===== config.mk =====
export PLATFORM = sky130hd
export DESIGN_NAME = sharp_cell
export DESIGN_NICKNAME = d
export VERILOG_FILES = /design/src/sharp_pkg.sv /design/src/sharp_cell.sv
export SDC_FILE = /design/constraint.sdc
export NUM_CORES = 1
export LEC_CHECK = 0
export BUFFER_PORTS_ARGS = -buffer_cell sky130_fd_sc_hd__clkbuf_2
export CORE_UTILIZATION = 47
export DETAILED_ROUTE_END_ITERATION = 8
export PLACE_DENSITY = 0.84
export SLEW_MARGIN = 20
export SYNTH_ARGS = -nofsm -noshare
export SYNTH_HDL_FRONTEND = slang
export SYNTH_SLANG_ARGS = --single-unit

===== constraint.sdc =====
create_clock -name clk_i -period 1.4 [get_ports clk_i]
set_input_delay 0.28 -clock clk_i [delete_from_list [all_inputs] [get_ports clk_i]]
set_output_delay 0.28 -clock clk_i [all_outputs]
set_load 0.03 [all_outputs]

===== src/sharp_pkg.sv =====
// shared types and constants for the 3x3 sharpen filter
package sharp_pkg;

  localparam int unsigned IMG_W_W    = 12;  // width register
  localparam int unsigned IMG_H_W    = 13;  // height register
  localparam int unsigned CFG_DATA_W = 13;  // widest register
  localparam int unsigned COL_W      = 11;  // reported column
  localparam int unsigned ROW_W      = 12;  // row counter and reported row
  localparam int unsigned MIN_SIZE   = 3;
  localparam int unsigned MAX_HEIGHT = 4096;
  localparam int unsigned WIDTH_RST  = 640;
  localparam int unsigned HEIGHT_RST = 480;

  // output buffer
  localparam int unsigned FIFO_DEPTH = 8;
  localparam int unsigned FIFO_AW    = 3;
  localparam int unsigned FIFO_CW    = 4;

  typedef logic [7:0]  chan_t;
  typedef logic [23:0] pix_t;   // blue, green, red from msb down

  typedef enum logic [0:0] {
    CFG_WIDTH  = 1'b0,
    CFG_HEIGHT = 1'b1
  } cfg_reg_e;

  // two line entries kept together at one address
  typedef struct packed {
    pix_t older;
    pix_t newer;
  } line_pair_t;

  // per-beat side information travelling beside the window
  typedef struct packed {
    logic             emit;
    logic             last;
    logic [COL_W-1:0] col;
    logic [ROW_W-1:0] row;
  } meta_t;

  typedef struct packed {
    chan_t            red;
    chan_t            green;
    chan_t            blue;
    logic [COL_W-1:0] col;
    logic [ROW_W-1:0] row;
    logic             last;
  } res_t;

endpackage


===== src/sharp_cell.sv =====
// one window cell: holds a pixel and hands it to its left neighbour
module sharp_cell import sharp_pkg::*; (
  input  logic clk_i,
  input  logic rst_ni,
  input  logic shift_i,
  input  pix_t pix_i,
  output pix_t pix_o
);

  pix_t pix_q;

  always_ff @(posedge clk_i or negedge rst_ni) begin
    if (!rst_ni) begin
      pix_q <= '0;
    end else if (shift_i) begin
      pix_q <= pix_i;
    end
  end

  assign pix_o = pix_q;

endmodule


==> reports/metrics.cfg <==
[sta]
tns_ps = 0
tightest_slew_ps = 560
maxSlewHeadroom = 0.627
worst_clock_skew_ps = 0
final-hold-violation-count = 0
drv_slew = 0
setup_viol = 0
period_share = 0.841
min_period_ps = 1180
setup_slack_ps = 223
rsz0062_at_grt = no
max_freq_mhz = 850

[cells_and_area]
layout_commonest_cell = clkbuf_2
syn_to_final_growth_pct = 30.0
largest_reg_flops = 24
drive_gt1_frac = 0.760
final_area_um2 = 1300
antenna_cells = 0
mostFrequentLayoutCells = clkbuf_2, dfrtp_1, mux2_4, mux2_2, clkbuf_4
nets = 132

[worst_setup_path]
crit_path_max_incr_delay_ps = 410
critPathArrivalTime_ps = 900
r2r-end = pix_o[1]
cp.depth = 1
critPathTopFamily = flip-flops
crit_start = pix_o[1]
critPathSlowestCell = dfrtp_1
cp_max_fo = 2
cp-end-kind = primary output
path_cells = clkbuf_2
endpoint = pix_o[1]
crit_buf_inv = 1
crit_type = register to primary output
required_ps = 1120
startpoint_type = register
r2r.worst_path.cells = 1
rrSetupSlack_ps = 620
r2r-start = pix_o[1]

[synth]
synth_cells = 51
synthDistinctLibCells = 5
synth_nets = 78
ys_warn_count = 0
yosysSeqAreaShare = 0.602
netlist_area_um2 = 997
avgSynthCellArea_um2 = 19.6
ys_seq_elements = 24

[placed_design]
dp_hpwl_um = 1230
dp_slack_ps = 320
port_buffers = 50
dpl_cell_area_um2 = 1250
globalplace.congestion = 0.587

[power_and_ir_drop]
p_per_area_nw_per_um2 = 1190
pwr-share-comb = 0.259
power.switching_mw = 0.451
pwr-share-seq = 0.517
internal_power_mw = 1.09
swShare = 0.292
vdd_ir_drop_max_uv = 772
leakage_nw = 0.703
total_power_mw = 1.54
p_clk_frac = 0.223

[job]
cap_violations = 0

[grt]
antenna_found_initial = 0
grt_pass1_vias = 547
gr-total-overflow = 0
grt_pass1_wl_um = 2280
grt_usage = 0.140
grt_max_degree = 25
grtUsageMet3 = 0.0226
use_met2 = 0.230
met1_usage = 0.188
grt_busiest_layer = met2

[floorplan]
core_area_um2 = 1980
dieArea_um2 = 2310
start_util = 0.503
placementRows = 16
num_io_pins = 51
fp.dieH_um = 48.1
die_w_um = 48.1

[clock_tree]
ctsHtreeMaxLevel = 1
cts_resized = 0
cts_tree = yes
post_cts_buffers = 0
path_clk_slew_ps = 120
cts_buffers = 3
clock_path_buffers = 2
clk_latency_ps = 300
cts_sinks = 24
cts-root-buf = clkbuf_4

[detailed_routing]
drt_wl_total_um = 1640
vias = 612
viasPerCell = 4.67
wl_per_cell_um = 12.5
drcViolationCount = 0
dr.pass1.iters = 3
drt_iter0_drc = 4
ant_nets = 0

[hold_path]
hold_class = input port to register
hold_path.startpoint = pix_i[0]

[outcome]
status = completed

## worst min path at each step
| stage | to | slack [ps] | depth (start not counted) |
|---|---|---|---|
| 2_1_floorplan | pix_o[0] | -20 | 0 |
| 3_3_place_gp | pix_o[10] | 290 | 1 |
| 3_5_place_dp | pix_o[6] | 300 | 1 |
| 4_1_cts | pix_o[2] | 200 | 2 |
| 5_1_grt | pix_o[22] | 190 | 2 |
| 6_report | pix_o[0] | 200 | 2 |
## final cells by class
cell class | instances | area, um2
clock buffers | 4 | 36.3
fillers | 146 | 686
multi-input cells | 24 | 345
flip-flops and latches | 24 | 601
well taps | 27 | 33.8
repair buffers | 52 | 280
## cell usage after synthesis, drive strengths merged
cell,count,area [um2]
buf,3,51.3
dfrtp,24,601
mux2,24,345
## power groups by stage
stage | Clock [mW] | Combinational [mW] | Sequential (mW)
detailed placement | 0 | 0.401 | 0.815
floorplan | 0 | 0.136 | 0.952
finish | 0.345 | 0.401 | 0.799
global placement | 0 | 0.396 | 0.811
CTS | 0.356 | 0.406 | 0.800
global route | 0.382 | 0.428 | 0.809
## layer usage
metal,wire [um],share of wire
met2,881,0.54
met4,19,0.012
met3,71,0.043
met5,0,0
met1,667,0.41
## per-stage QoR
stage	utilization	hold slack [ps]	instances
2_1_floorplan	-	-15.6	51
3_3_place_gp	0.631	292	126
3_5_place_dp	0.631	301	126
4_1_cts	0.654	198	131
5_1_grt	0.654	190	131
6_report	0.654	204	131
## logic make-up after synthesis
kind of cell / share of synthesized area
flops: 0.602
buf+inv: 0.0514
mux: 0.346
## timing repair
item	in CTS	in global routing
endpoints found under the hold margin	24	0
hold buffers	1	0
setup endpoints to repair	0	0
No activity file was read; power rests on OpenSTA's default activity.
