**config.mk**
```make
export PLATFORM = sky130hd
export DESIGN_NAME = sharp_kernel
export DESIGN_NICKNAME = d
export VERILOG_FILES = /design/src/sharp_pkg.sv /design/src/sharp_kernel.sv
export SDC_FILE = /design/constraint.sdc
export NUM_CORES = 1
export LEC_CHECK = 0
export ABC_AREA = 1
export BUFFER_PORTS_ARGS = -buffer_cell sky130_fd_sc_hd__buf_4
export CORE_MARGIN = 2
export CORE_UTILIZATION = 30
export CTS_CLUSTER_DIAMETER = 40
export DETAILED_ROUTE_END_ITERATION = 6
export SETUP_SLACK_MARGIN = 0.1
export SYNTH_ARGS = -nofsm -noshare
export SYNTH_HDL_FRONTEND = slang
export SYNTH_SLANG_ARGS = --single-unit
```
**constraint.sdc**
```tcl
create_clock -name clk_i -period 6.7 [get_ports clk_i]
set_clock_uncertainty 0.15 [all_clocks]
set_input_delay 1.34 -clock clk_i [delete_from_list [all_inputs] [get_ports clk_i]]
set_output_delay 1.34 -clock clk_i [all_outputs]
set_load 0.1 [all_outputs]
```
**src/sharp_pkg.sv**
```systemverilog
// shared types and constants for the 3x3 sharpen filter
package sharp_pkg;

  localparam int unsigned IMG_W_W    = 12;  // width register
  localparam int unsigned IMG_H_W    = 13;  // height register
  localparam int unsigned CFG_DATA_W = 13;  // widest register
  localparam int unsigned COL_W      = 11;  // reported column
  localparam int unsigned ROW_W      = 12;  // row counter and reported row
  localparam int unsigned MIN_SIZE   = 3;
  localparam int unsigned MAX_HEIGHT = 4096;
  localparam int unsigned WIDTH_RST  = 640;
  localparam int unsigned HEIGHT_RST = 480;

  // output buffer
  localparam int unsigned FIFO_DEPTH = 8;
  localparam int unsigned FIFO_AW    = 3;
  localparam int unsigned FIFO_CW    = 4;

  typedef logic [7:0]  chan_t;
  typedef logic [23:0] pix_t;   // blue, green, red from msb down

  typedef enum logic [0:0] {
    CFG_WIDTH  = 1'b0,
    CFG_HEIGHT = 1'b1
  } cfg_reg_e;

  // two line entries kept together at one address
  typedef struct packed {
    pix_t older;
    pix_t newer;
  } line_pair_t;

  // per-beat side information travelling beside the window
  typedef struct packed {
    logic             emit;
    logic             last;
    logic [COL_W-1:0] col;
    logic [ROW_W-1:0] row;
  } meta_t;

  typedef struct packed {
    chan_t            red;
    chan_t            green;
    chan_t            blue;
    logic [COL_W-1:0] col;
    logic [ROW_W-1:0] row;
    logic             last;
  } res_t;

endpackage

```
**src/sharp_kernel.sv**
```systemverilog
// sharpen kernel for one colour channel, one register stage then clamp
module sharp_kernel import sharp_pkg::*; (
  input  logic  clk_i,
  input  chan_t centre_i,
  input  chan_t nbr_i [8],
  output chan_t res_o
);

  logic [11:0]        nine_d, nine_q;
  logic [10:0]        neg_d, neg_q;
  logic signed [12:0] diff;

  always_comb begin
    nine_d = {1'b0, centre_i, 3'b000} + 12'(centre_i);
    neg_d  = '0;
    for (int k = 0; k < 8; k++) begin
      neg_d = neg_d + 11'(nbr_i[k]);
    end
  end

  always_ff @(posedge clk_i) begin
    nine_q <= nine_d;
    neg_q  <= neg_d;
  end

  // clamp to a byte
  always_comb begin
    diff = $signed({1'b0, nine_q}) - $signed({2'b00, neg_q});
    if (diff < 0) begin
      res_o = '0;
    end else if (diff > 13'sd255) begin
      res_o = 8'hff;
    end else begin
      res_o = diff[7:0];
    end
  end

endmodule

```
==> results.sh <==
export IMPL_port_buffers=80
export IMPL_yosysMostFrequentCell="inv_1"
export IMPL_drive_gt1_share_pct=20.6
export IMPL_hold_class="in -> reg"
export IMPL_syn_area_um2=3130
export IMPL_crit_chain="buf_4 > inv_1 > fa_1 > inv_1 > fa_1 > fa_1 > inv_1 > fa_1 > inv_1 > ha_1 > fa_1 > nand3_1 > nand2_1 > nand2_1 > nand2_1 > a21oi_1 > nor2_1 > o21ai_0 > nand2_1"
export IMPL_status="completed"
export IMPL_rsz0062_at_grt="false"
export IMPL_ir_drop_v=0.000406
export IMPL_startpoint_type="primary input"
export IMPL_total_power_uw=1760
export IMPL_crit_top_cell="fa_1"
export IMPL_syn_avg_cell_area_um2=7.77
export IMPL_synth_top_cells_by_count="156 x inv_1, 57 x nand2_1, 49 x fa_1, 27 x ha_1, 23 x dfxtp_1"
export IMPL_start_util_pct=30.5
export IMPL_die_height_um=106
export IMPL_setup_worst_path_class="in -> reg"
export IMPL_grt_pass1_vias=2586
export IMPL_avgRoutedWirePerCell_um=8.96
export IMPL_yosys_area_share_simple_pct=15.4
export IMPL_hold_violations=0
export IMPL_clock_root_buffer="clkbuf_8"
export IMPL_synth_distinct_cells=19
export IMPL_async_reset_ff_share_pct=0
export IMPL_fin_tns_setup_ns=0
export IMPL_worstMarginPinSlew_ns=0.304
export IMPL_clockBufferDepth=2
export IMPL_synth_compound_area_share_pct=3.68
export IMPL_period_needed_ns=5.06
export IMPL_yosysWarnings=0
export IMPL_dpl_hpwl_mm=5.28
export IMPL_htreeDepth=1
export IMPL_n_antenna_cell=0
export IMPL_muxShareOfSynthArea_pct=0
export IMPL_placementRows=37
export IMPL_worst_path_max_fanout=2
export IMPL_maxCapViolations=0
export IMPL_fillers=1058
export IMPL_setup_viol=0
export IMPL_synthXorXnorAreaFrac_pct=5.04
export IMPL_antenna_found_initial=0
export IMPL_crit_buf_inv=5
export IMPL_area_growth_pct=26.1
export IMPL_synth_edf_count=0
export IMPL_ys_seq_area_share_pct=14.7
export IMPL_crit_family="adder cells"
export IMPL_synth_seq_cells=23
export IMPL_wl_mm=5.57
export IMPL_synth_top_cell_area_share_pct=31.4
export IMPL_synth_nets=551
export IMPL_die_x_um=106
export IMPL_viasPerCell=4.01
export IMPL_slew_violations=0
export IMPL_relSlewSlack_pct=79.7
export IMPL_cts_tree="built"
export IMPL_ant_nets=0
export IMPL_die_area_um2=11300
export IMPL_synthCells=402
export IMPL_cp_required_ns=6.70
export IMPL_grt_pass1_wl_mm=10.4
export IMPL_globalRouteTotalUtil_pct=11.0
export IMPL_synth_top_family_by_area="adder cells"
export IMPL_synth_ff_type="dfxtp_1"
export IMPL_globalRoute_totalOverflow=0
export IMPL_drc=0
export IMPL_worst_path_max_delay_cell="fa_1"
export IMPL_p_leak_uw=0.00236
export IMPL_numCtsBuffers=3
export IMPL_post_cts_resize_count=0
export IMPL_fin_nets=636
export IMPL_drt_iter0_drc=39
export IMPL_p_per_area_nw_per_um2=448
export IMPL_cp_end_kind="flop"
export IMPL_pin_count=81
export IMPL_holdBufCountCts=0
export IMPL_grt_max_degree=14
export IMPL_cts_sinks=23
export IMPL_vias=2492
export IMPL_critPathMaxStageDelay_ns=0.55
export IMPL_period_share_pct=75.6
export IMPL_arrival_ns=5.07
export IMPL_max_freq_mhz=197
export IMPL_place_gp_congestion=0.808
export IMPL_clk_pin_slew_worst_paths_ns=0.07
export IMPL_post_cts_setup_buffer_count=0
export IMPL_synthTopCellsByArea="fa_1 31%, inv_1 19%, dfxtp_1 15%"
export IMPL_dr_pass1_iters=4
export IMPL_core_region_area_um2=10200
export IMPL_yosysTopAreaCell="fa_1"
export IMPL_synthAdderAreaFrac_pct=42.2
[per-layer routing]
layer / global-route usage, % / vias to the layer above / share of wire [%]
li1: - / 1299 / -
met1: 12.9 / 1140 / 41
met2: 21.2 / 48 / 54
met3: 1.10 / 5 / 3.4
met4: 2.82 / 0 / 1.2
met5: 0 / - / 0
[final timing paths]
kind	slack [ns]	cells past startpoint	end	startpoint
max	1.64	19	neg_q[10]	nbr_i[2]
min	1.05	1	nine_q[2]	centre_i[2]
[where the power goes]
group	switching, µW	leakage [µW]	internal, µW	total (µW)
sequential	12.9	0.000194	195	207
clock	42.2	0.0000255	41.4	83.6
combinational	971	0.00214	503	1470
[per-stage QoR]
stage          std cells  hold WS, ns  setup slack [ns]  cell area [µm²]  util [%]
2_1_floorplan        402         1.22              1.59             3130         -
3_3_place_gp         618         1.31              1.37             3900      38.1
3_5_place_dp         618         1.31              1.34             3900      38.1
4_1_cts              622         1.04              1.61             3940      38.5
5_1_grt              622         1.04              1.44             3940      38.5
6_report             622         1.05              1.64             3940      38.5
[sequential cells by signal, summed over array words and instances (netlist names)]
signal  flops
neg_q      11
nine_q     12
[cells in the final DEF, fill, tap and decap left out, drive strengths merged]
cell type,instances
xnor2,3
nor3b,1
a21o,1
dfxtp,23
clkbuf,3
buf,80
o211ai,1
nand3,22
nand4,4
inv,158
ha,27
fa,49
clkinv,1
nand2,65
o21ai,3
xor2,15
nor2,13
a21oi,17
[final cells by class]
type	count	area, µm²	area share [%]
multi-input combinational	221	2070	52.6
timing repair buffer	80	601	15.2
inverter	158	593	15.0
sequential	23	460	11.7
tap	136	170	4.32
clock buffer	3	41.3	1.05
clock inverter	1	5.00	0.127
[logic make-up after synthesis]
logic type,count (synthesis)
flops,23
compound gates,22
fa+ha+maj,76
simple gates,105
xor+xnor,18
buf+inv,158
Power figures use the tool's default switching activity.
