<file path="src/sharp_pkg.sv">
// shared types and constants for the 3x3 sharpen filter
package sharp_pkg;

  localparam int unsigned IMG_W_W    = 12;  // width register
  localparam int unsigned IMG_H_W    = 13;  // height register
  localparam int unsigned CFG_DATA_W = 13;  // widest register
  localparam int unsigned COL_W      = 11;  // reported column
  localparam int unsigned ROW_W      = 12;  // row counter and reported row
  localparam int unsigned MIN_SIZE   = 3;
  localparam int unsigned MAX_HEIGHT = 4096;
  localparam int unsigned WIDTH_RST  = 640;
  localparam int unsigned HEIGHT_RST = 480;

  // output buffer
  localparam int unsigned FIFO_DEPTH = 8;
  localparam int unsigned FIFO_AW    = 3;
  localparam int unsigned FIFO_CW    = 4;

  typedef logic [7:0]  chan_t;
  typedef logic [23:0] pix_t;   // blue, green, red from msb down

  typedef enum logic [0:0] {
    CFG_WIDTH  = 1'b0,
    CFG_HEIGHT = 1'b1
  } cfg_reg_e;

  // two line entries kept together at one address
  typedef struct packed {
    pix_t older;
    pix_t newer;
  } line_pair_t;

  // per-beat side information travelling beside the window
  typedef struct packed {
    logic             emit;
    logic             last;
    logic [COL_W-1:0] col;
    logic [ROW_W-1:0] row;
  } meta_t;

  typedef struct packed {
    chan_t            red;
    chan_t            green;
    chan_t            blue;
    logic [COL_W-1:0] col;
    logic [ROW_W-1:0] row;
    logic             last;
  } res_t;

endpackage

</file>
<file path="src/sharp_out_fifo.sv">
// output buffer holding finished result beats
module sharp_out_fifo import sharp_pkg::*; (
  input  logic               clk_i,
  input  logic               rst_ni,
  input  logic               push_i,
  input  res_t               data_i,
  input  logic               pop_i,
  output logic               valid_o,
  output res_t               data_o,
  output logic [FIFO_CW-1:0] count_o
);

  res_t               mem [FIFO_DEPTH];
  logic [FIFO_AW-1:0] wr_ptr_q, rd_ptr_q;
  logic [FIFO_CW-1:0] count_q;
  logic               pop;

  assign pop = pop_i && (count_q != '0);

  always_ff @(posedge clk_i) begin
    if (push_i) begin
      mem[wr_ptr_q] <= data_i;
    end
  end

  always_ff @(posedge clk_i or negedge rst_ni) begin
    if (!rst_ni) begin
      wr_ptr_q <= '0;
      rd_ptr_q <= '0;
      count_q  <= '0;
    end else begin
      if (push_i) begin
        wr_ptr_q <= wr_ptr_q + 1'b1;
      end
      if (pop) begin
        rd_ptr_q <= rd_ptr_q + 1'b1;
      end
      if (push_i && !pop) begin
        count_q <= count_q + 1'b1;
      end else if (pop && !push_i) begin
        count_q <= count_q - 1'b1;
      end
    end
  end

  assign valid_o = (count_q != '0);
  assign data_o  = mem[rd_ptr_q];
  assign count_o = count_q;

endmodule

</file>
<file path="config.mk">
export PLATFORM = sky130hd
export DESIGN_NAME = sharp_out_fifo
export DESIGN_NICKNAME = d
export VERILOG_FILES = /design/src/sharp_pkg.sv /design/src/sharp_out_fifo.sv
export SDC_FILE = /design/constraint.sdc
export NUM_CORES = 1
export LEC_CHECK = 0
export BUFFER_PORTS_ARGS = -buffer_cell sky130_fd_sc_hd__buf_2
export CAP_MARGIN = 20
export CORE_UTILIZATION = 60
export DETAILED_ROUTE_END_ITERATION = 12
export PLACE_DENSITY = 0.79
export SETUP_SLACK_MARGIN = 0.4
export SKIP_CTS_REPAIR_TIMING = 1
export SLEW_MARGIN = 40
export SYNTH_ARGS = -nofsm -noshare
export SYNTH_HDL_FRONTEND = slang
export SYNTH_SLANG_ARGS = --single-unit
</file>
<file path="constraint.sdc">
create_clock -name clk_i -period 5.7 [get_ports clk_i]
set_clock_uncertainty 0.1 [all_clocks]
set_input_delay 1.14 -clock clk_i [delete_from_list [all_inputs] [get_ports clk_i]]
set_output_delay 1.14 -clock clk_i [all_outputs]
set_load 0.05 [all_outputs]
</file>
==> metrics.cfg, run 1 <==
[drt]
via_count=6779
drc=0
firstDrtPassIters=4
drt-total-wl_um=28300
routed_via_density=6.12
drtIter0Drc=535
routedWlPerCell_um=25.6
antenna_left=0

[clock_tree]
numClockSinks=394
cts_tree=yes
clock_latency_ns=0.51
numCtsBuffers=38
root_buffer=clkbuf_16
htree_levels=2
ctsLongestPathBuffers=3
clkTransAtPathRegs_ns=0.06

[floorplan]
top_level_ports=105
core_area_um2=24500
die-area_um2=25800
die_h_um=161
fp.dieW_um=161
start_util_pct=61.6
rows=57

[synth]
synth-compound-area-share_pct=0.273
syn-num-nets=672
synthDistinctLibCells=27
synth_fa_ha_area_share_pct=0.547
synth_top_family_by_area=multiplexers
synthSimpleGateAreaFrac_pct=0.812
synthMuxAreaShare_pct=18.9
yosysWarnings=0
synth_seq_cells=394
synth_seq_area_share_pct=78.0
synth_area_um2=15100
syn_inst=614
syn_avg_cell_area_um2=24.6
synthXorXnorAreaFrac_pct=0.348

[min_path]
holdCritPathClass=in2async

[sta]
worst_pin_slew_ns=0.766
slew_violations=0
whs_ns=0.379
slew-limit-headroom_pct=49.0
rsz0062_at_grt=false
final_hold_viol_count=0
period_share_pct=75.5
setup_ws_ns=1.40
fin_setup_tns_ns=0
fmax_mhz=232
setup_viol=0
min_period_ns=4.30

[setup_path]
cp_max_fo=38
critPathRequiredTime_ns=4.46
critPathArrivalTime_ns=3.06
crit_start=rd_ptr_q[0]
crit_type=reg2out
r2r-start=count_o[0]
cp-start-kind=flop
endpoint_kind=output pin

[pwr]
ir_drop_mv=0.456
internal_power_mw=6.49
clockPowerShare_pct=23.8
p_leak_nw=5.82
switching_power_mw=3.53
power_mw=10.0
p_seq_share_pct=38.9
p_comb_share_pct=37.3
power-per-cell-area_nw_per_um2=575
p_sw_share_pct=35.2

[final_layout]
layout_common_cells=edfxtp_1, buf_2, mux4_2, clkbuf_16, mux2_4
drive_gt1_share_pct=43.6
stdcell_count=1107
area_delta_synth_final_pct=15.4
finalNetCount=812
layout_commonest_cell=edfxtp_1
n_fill_cell=1427

[placement]
routabilityCongestion=0.744
dp_hpwl_um=16400
place_inst=1038
pre_cts_slack_ns=1.87
numPortBuffers=104

[run]
cap_viol_max_count=0

[global_route]
grt_pass1_vias=7381
gr-total-overflow=0
grt_pass1_wl_um=43200
grt_max_degree=61
grt_util_all_layers_pct=23.0
antenna_found_initial=5

[outcome]
run_status=complete, no violations

## synth_stat cells, drive strengths merged
library cell	instances	share of area (%)
inv	1	0.025
a2111o	1	0.075
mux2i	1	0.066
or3	1	0.041
nand3	3	0.099
mux4	96	14
ha	5	0.41
clkbuf	12	0.30
nand3b	1	0.050
nor3	3	0.099
dfrtp	10	1.7
nand2	6	0.15
a21oi	2	0.066
nand2b	3	0.12
nor2	6	0.15
fa	1	0.13
or4	2	0.099
o211ai	2	0.099
mux2	51	4.5
edfxtp	384	76
xor2	1	0.058
o21ai	1	0.033
buf	16	0.76
xnor2	5	0.29
## metrics by stage
stage,cell area (um2),utilization (%)
after floorplan,15100,-
after global placement,16100,65.5
after detailed placement,16200,66.2
after CTS,17400,71.0
after global routing,17400,71.1
final,17400,71.1
## cell type report
class	instances	area (um2)	area share [%]
inverter	1	3.75	0.0215
clock buffer	45	998	5.73
timing repair buffer	128	825	4.73
multi-input combinational	191	3210	18.4
sequential	394	11800	67.6
clock inverter	23	194	1.11
tap	324	405	2.33
antenna	1	2.50	0.0144
## logic make-up after synthesis
| logic type | count (synthesis) |
|---|---|
| AO/OA/AOI/OAI | 6 |
| AND/OR/NAND/NOR | 25 |
| buffers and inverters | 29 |
| adder cells (fa/ha/maj) | 6 |
| XOR/XNOR | 6 |
| flip-flops | 394 |
| multiplexers | 148 |
## worst paths after layout
check | endpoint | slack (ns) | cells after the start
max | data_o[12] | 1.40 | 4
min | count_o[2] | 0.38 | 1
max reg2reg | count_o[3] | 2.76 | 8
min reg2reg | count_o[2] | 0.49 | 2
max in group asynchronous | rd_ptr_q[2] | 4.90 | 1
min in group clk_i | count_o[2] | 0.49 | 2
## layer usage
layer	up-vias	GRT usage [%]	routed length [um]
met3	52	4.42	1790
met4	8	7.92	656
met5	-	0	51
li1	2906	-	-
met1	3558	31.0	11300
met2	255	38.2	14500
## registers in the layout, summed over array words and instances (netlist names)
signal and flops:
mem 384, count_o 4, rd_ptr_q 3, wr_ptr_q 3
## power groups by stage
stage	Clock, mW	Sequential [mW]	Combinational (mW)
3_5_place_dp	0	3.96	3.76
2_1_floorplan	0	3.86	2.99
3_3_place_gp	0	3.99	3.57
5_1_grt	2.53	3.94	3.91
4_1_cts	2.43	3.91	3.78
6_report	2.39	3.90	3.73
## worst max-delay path, cell delays in order, from the launching register on
cell	delay, ns
dfrtp_4	0.92
buf_4	0.53
mux4_2	0.56
mux2_4	0.28
buf_2	0.22
Power figures use the tool's default switching activity.
==> run 2: changes to the inputs <==
- ABC_AREA: unset -> 1
- clock period: 5.7 -> 4.48 ns (I/O delays scaled with it)
==> run 2 against run 1 <==
Against the previous run: sequential power is 21% higher; via count is 63% higher; cell count is 100% higher; design area is 9.6% higher; register-to-register slack worse by 0.58 ns; first-iteration DRC count is 45% higher; area after synthesis is 13% higher; critical endpoint is now data_o[7]; largest cell class unchanged.
==> metrics.cfg, run 2 <==
[floorplan]
die-area_um2=29200
rows=61
start_util_pct=61.2
top_level_ports=105
die_h_um=171
core_area_um2=27900
fp.dieW_um=171

[sta]
setup_ws_ns=0.804
slew_violations=0
slew-limit-headroom_pct=45.4
fin_setup_tns_ns=0
final_hold_viol_count=0
worst_pin_slew_ns=0.818
setup_viol=0
fmax_mhz=272
period_share_pct=82.1
rsz0062_at_grt=false
whs_ns=0.135
min_period_ns=3.68

[final_layout]
top_register=mem
drive_gt1_share_pct=10.3
final_core_util_pct=68.4
stdcell_count=2231
layout_common_cells=nand2_1, nor2_1, edfxtp_1, inv_1, buf_2
layout_commonest_cell=nand2_1
area_delta_synth_final_pct=11.7
largest_reg_flops=384
finalNetCount=1879

[synth]
synth_seq_cells=394
yosys.area.top_type_share_pct=67.4
synth_top_area_cell=edfxtp_1
yosysWarnings=0
synth_seq_area_share_pct=68.9
synthTopCellsByArea=edfxtp_1, nand2_1, nor2_1, inv_1, dfrtp_1
syn_avg_cell_area_um2=9.87
syn_inst=1733
synthArstFlopShare_pct=2.54
synthDistinctLibCells=19
synth_ff_type=edfxtp_1
syn-num-nets=1791
synth-edff-count=384
synthTopCellsByCount=nand2_1, nor2_1, edfxtp_1
synth_most_common_cell=nand2_1
synth_area_um2=17100

[drt]
routedWlPerCell_um=15.1
drtIter0Drc=775
via_count=11100
firstDrtPassIters=5
routed_via_density=4.96
drc=0
drt-total-wl_um=33800
antenna_left=0

[clock_tree]
numClockSinks=394
root_buffer=clkbuf_16
cts_tree=yes
ctsLongestPathBuffers=3
numCtsBuffers=40
clkTransAtPathRegs_ns=0.06
clock_latency_ns=0.52
htree_levels=2

[pwr]
internal_power_mw=7.67
ir_drop_mv=0.553
switching_power_mw=5.67
p_sw_share_pct=42.5
power-per-cell-area_nw_per_um2=698
p_comb_share_pct=41.3
p_leak_nw=8.36
clockPowerShare_pct=23.4
p_seq_share_pct=35.2

[setup_path]
endpoint_kind=output pin
cp_common_cell=nand2_1
critPathArrivalTime_ns=2.68
cpMaxStageDelayCell=dfrtp_4
cp_max_fo=133
worstSetupEndpoint=data_o[7]
crit_start=rd_ptr_q[0]
r2r_cells=3
critPathRequiredTime_ns=3.48
crit_type=reg2out
slowest_delay_ns=0.78
r2r-start=wr_ptr_q[0]
cp-start-kind=flop
r2r_slack_ns=2.18
cp_cell_sequence=buf_12 > nor2_1 > nor2_1 > nand2_1 > nand2_1 > nand2_1 > nand2_1 > buf_2
timing.rr.end=mem[4][0]

[global_route]
gr-total-overflow=0
grt_pass1_vias=10600
grt_util_all_layers_pct=23.8
antenna_found_initial=3
grt_pass1_wl_um=53000
grt_max_degree=134

[placement]
routabilityCongestion=0.748
pre_cts_slack_ns=1.31
place_inst=2157
numPortBuffers=104
dp_hpwl_um=17900

[outcome]
run_status=complete, no violations

[run]
cap_viol_max_count=0

[min_path]
holdCritPathClass=in2async

-- run 2: layout make-up --
class | instances | area (um2)
flip-flops and latches | 394 | 11800
fillers | 2002 | 8820
multi-input cells | 1063 | 4150
clock buffers | 53 | 1070
inverters | 202 | 759
repair buffers | 120 | 711
well taps | 378 | 473
clock inverters | 19 | 155
diodes | 2 | 5.00
-- run 2: worst min path at each step --
stage / end / startpoint / cells past startpoint / slack [ns]
2_1_floorplan: wr_ptr_q[0] / wr_ptr_q[0] / 2 / 0.39
3_3_place_gp: wr_ptr_q[0] / wr_ptr_q[0] / 2 / 0.42
3_5_place_dp: wr_ptr_q[0] / wr_ptr_q[0] / 2 / 0.43
4_1_cts: rd_ptr_q[1] / rst_ni / 1 / 0.12
5_1_grt: rd_ptr_q[1] / rst_ni / 1 / 0.13
6_report: rd_ptr_q[1] / rst_ni / 1 / 0.14
-- run 2: per-stage QoR --
stage / power, mW / area, um2
floorplan: 9.17 / 17100
global placement: 10.2 / 17900
detailed placement: 10.3 / 17900
CTS: 13.4 / 19100
global route: 14.1 / 19100
finish: 13.3 / 19100
-- run 2: power groups by stage --
stage / logic, mW / registers (mW) / clock network [mW]
final: 5.51 / 4.70 / 3.13
after global routing: 6.09 / 4.74 / 3.31
after CTS: 5.54 / 4.70 / 3.16
after detailed placement: 5.51 / 4.78 / 0
after global placement: 5.40 / 4.76 / 0
after floorplan: 4.44 / 4.73 / 0
-- run 2: layer usage --
layer  GRT usage, %  wire (um)
met1           29.8      13900
met5              0         12
met4           8.70        734
met3           3.96       2190
met2           41.7      16900
-- run 2: logic make-up (layout without fill, tap and decap cells) --
group	Yosys count	count (layout)	synth area share [%]
other	0	2	0
buffers and inverters	276	394	7.24
AOI/OAI and AO/OA	3	3	0.0877
xor gates and xnor gates	5	5	0.256
adders and majority gates	6	6	0.483
DFF	394	394	68.9
and+or+nand+nor	1049	1049	23.1
-- run 2: critical path: cells and delay by family, from the launching register on --
family	cells	cell delay, ns
flops	1	0.78
buf+inv	2	0.77
simple gates	6	0.60
==> run 3: changes to the inputs <==
- CORE_UTILIZATION: 60 -> 55
- PLACE_DENSITY: 0.79 -> 0.76
- clock period: 4.48 -> 3 ns (I/O delays scaled with it)
==> run 3 against run 2 <==
Against the previous run: die area up 9.0%; design area up 7.8%; largest cell class unchanged; power grew 72%; via count is 7.5% higher; setup slack worse by 0.61 ns; worst hold slack improved by 0.11 ns; first-iteration DRC count is 23% higher; cell count rose by 3.1%; sequential share of layout area down 4.5 points; non-clock buffer count increased by 55.
==> metrics.cfg, run 3 (synthesis gave the netlist of run 2 again) <==
[sta]
rsz0062_at_grt=true
slew_violations=0
fmax_mhz=356
min_period_ns=2.81
period_share_pct=93.5
slew-limit-headroom_pct=67.1
worst_pin_slew_ns=0.493
fin_setup_tns_ns=0
final_hold_viol_count=0
setup_viol=0

[global_route]
gr-total-overflow=0
grt_pass1_wl_um=54400
grt_pass1_vias=10800
grt_util_all_layers_pct=22.5
grt_max_degree=98
antenna_found_initial=2

[drt]
routedWlPerCell_um=17.7
drtIter0Drc=954
firstDrtPassIters=5
drt-total-wl_um=40700
antenna_left=0
drc=0
routed_via_density=5.18
via_count=11900

[floorplan]
die_h_um=178
fp.dieW_um=178
rows=64
start_util_pct=55.9
die-area_um2=31800
top_level_ports=105
core_area_um2=30600

[final_layout]
n_fill_cell=2099
top_register=mem
layout_common_cells=nand2_1, edfxtp_1, nor2_1, inv_1, buf_2
layout_commonest_cell=nand2_1
ff_latch_area_um2=11800
fin_area_um2=20600
area_delta_synth_final_pct=20.5
stdcell_count=2301
drive_gt1_share_pct=15.9
multi_input_area_um2=4330
finalNetCount=1935
largest_reg_flops=384

[run]
cap_viol_max_count=0

[setup_path]
r2r_slack_ns=0.80
slowest_delay_ns=0.59
path_delay_family=flip-flops
cp_max_fo=48
critPathRequiredTime_ns=2.30
cp-start-kind=flop
critPathArrivalTime_ns=2.11
crit_buf_inv=2
r2r_cells=11
endpoint_kind=output pin
cpMaxStageDelayCell=dfrtp_4
critical_path_cell_count=7
timing.rr.end=count_o[3]
r2r-start=count_o[3]
cp_common_cell=nand2_1
cp_cell_sequence=clkbuf_16 > nor2_1 > nand2_1 > nand2_1 > nand2_1 > nand2_2 > buf_8
crit_type=reg2out

[min_path]
hold_path_depth=1
holdPathEnd=mem[7][10]
holdCritPathClass=in2reg
hp-start=data_i[10]

[pwr]
p_sw_share_pct=41.8
clockPowerShare_pct=20.3
p_comb_share_pct=49.3
power-per-cell-area_nw_per_um2=1110
p_leak_nw=8.96
ir_drop_mv=0.991
internal_power_mw=13.3
p_seq_share_pct=30.4
switching_power_mw=9.56

[clock_tree]
numClockSinks=394
htree_levels=2
numCtsBuffers=39
clock_latency_ns=0.51
cts_tree=yes
ctsLongestPathBuffers=3
clkTransAtPathRegs_ns=0.06
root_buffer=clkbuf_16

[outcome]
run_status=complete, no violations

[placement]
dp_hpwl_um=19400
place_inst=2194
routabilityCongestion=0.755
numPortBuffers=104
place_area_um2=18100

[run 3: cell types whose count changed in the layout (fill, tap and decap cells not counted), sizes merged]
| cell | change |
|---|---|
| clkinv | +4 |
| diode | -1 |
| buf | +34 |
| dlygate4sd3 | +1 |
| bufinv | +1 |
| clkbuf | +13 |
[run 3: power groups by stage]
stage | sequential (mW) | clock [mW] | combinational, mW
after floorplan | 7.05 | 0 | 6.64
after global placement | 7.07 | 0 | 8.35
after detailed placement | 7.10 | 0 | 8.53
after CTS | 6.99 | 4.67 | 8.59
after global routing | 7.01 | 4.90 | 12.1
final | 6.96 | 4.64 | 11.3
[run 3: how the worst max path moves through the flow]
| stage | from | to | slack, ns |
|---|---|---|---|
| CTS | rd_ptr_q[0] | data_o[10] | -0.1 |
| floorplan | push_i | mem[5][0] | -0.28 |
| global route | rd_ptr_q[1] | data_o[33] | 0.13 |
| global placement | rd_ptr_q[0] | data_o[21] | 0.50 |
| finish | rd_ptr_q[1] | data_o[33] | 0.19 |
| detailed placement | rd_ptr_q[0] | data_o[29] | 0.47 |
[run 3: final cells by class]
| type | instances | area share, % |
|---|---|---|
| flip-flops and latches | 394 | 57.2 |
| multi-input cells | 1063 | 21.0 |
| repair buffers | 175 | 9.62 |
| clock buffers | 46 | 4.97 |
| inverters | 202 | 3.74 |
| well taps | 396 | 2.40 |
| clock inverters | 22 | 0.935 |
| repair inverters | 2 | 0.0850 |
| diodes | 1 | 0.0121 |
[run 3: per-layer routing]
layer | GRT usage (%) | up-vias | part of all wire [%]
met5 | 0 | - | 0.042
met4 | 7.49 | 2 | 2.6
met3 | 3.90 | 93 | 8.1
met2 | 38.2 | 520 | 50
met1 | 29.3 | 5623 | 39
li1 | - | 5674 | -
[run 3: metrics by stage]
| step | setup slack (ns) | hold WS (ns) | power [mW] | util (%) |
|---|---|---|---|---|
| 4_1_cts | -0.0993 | -0.165 | 20.3 | 63.2 |
| 5_1_grt | 0.129 | 0.225 | 24.0 | 67.4 |
| 3_3_place_gp | 0.503 | 0.374 | 15.4 | 59.3 |
| 3_5_place_dp | 0.472 | 0.378 | 15.6 | 59.3 |
| 2_1_floorplan | -0.280 | 0.204 | 13.7 | - |
| 6_report | 0.194 | 0.247 | 22.9 | 67.4 |
[run 3: worst register-to-register path: stages (launching register included)]
cell and delay [ns]:
dfrtp_1 0.43, nor2_1 0.16, nand2_2 0.10, nand2_1 0.16, ha_1 0.20, inv_1 0.09
ha_1 0.31, or2_2 0.30, nand2_1 0.07, nand2_1 0.04, nand3_1 0.07, nand2_1 0.05
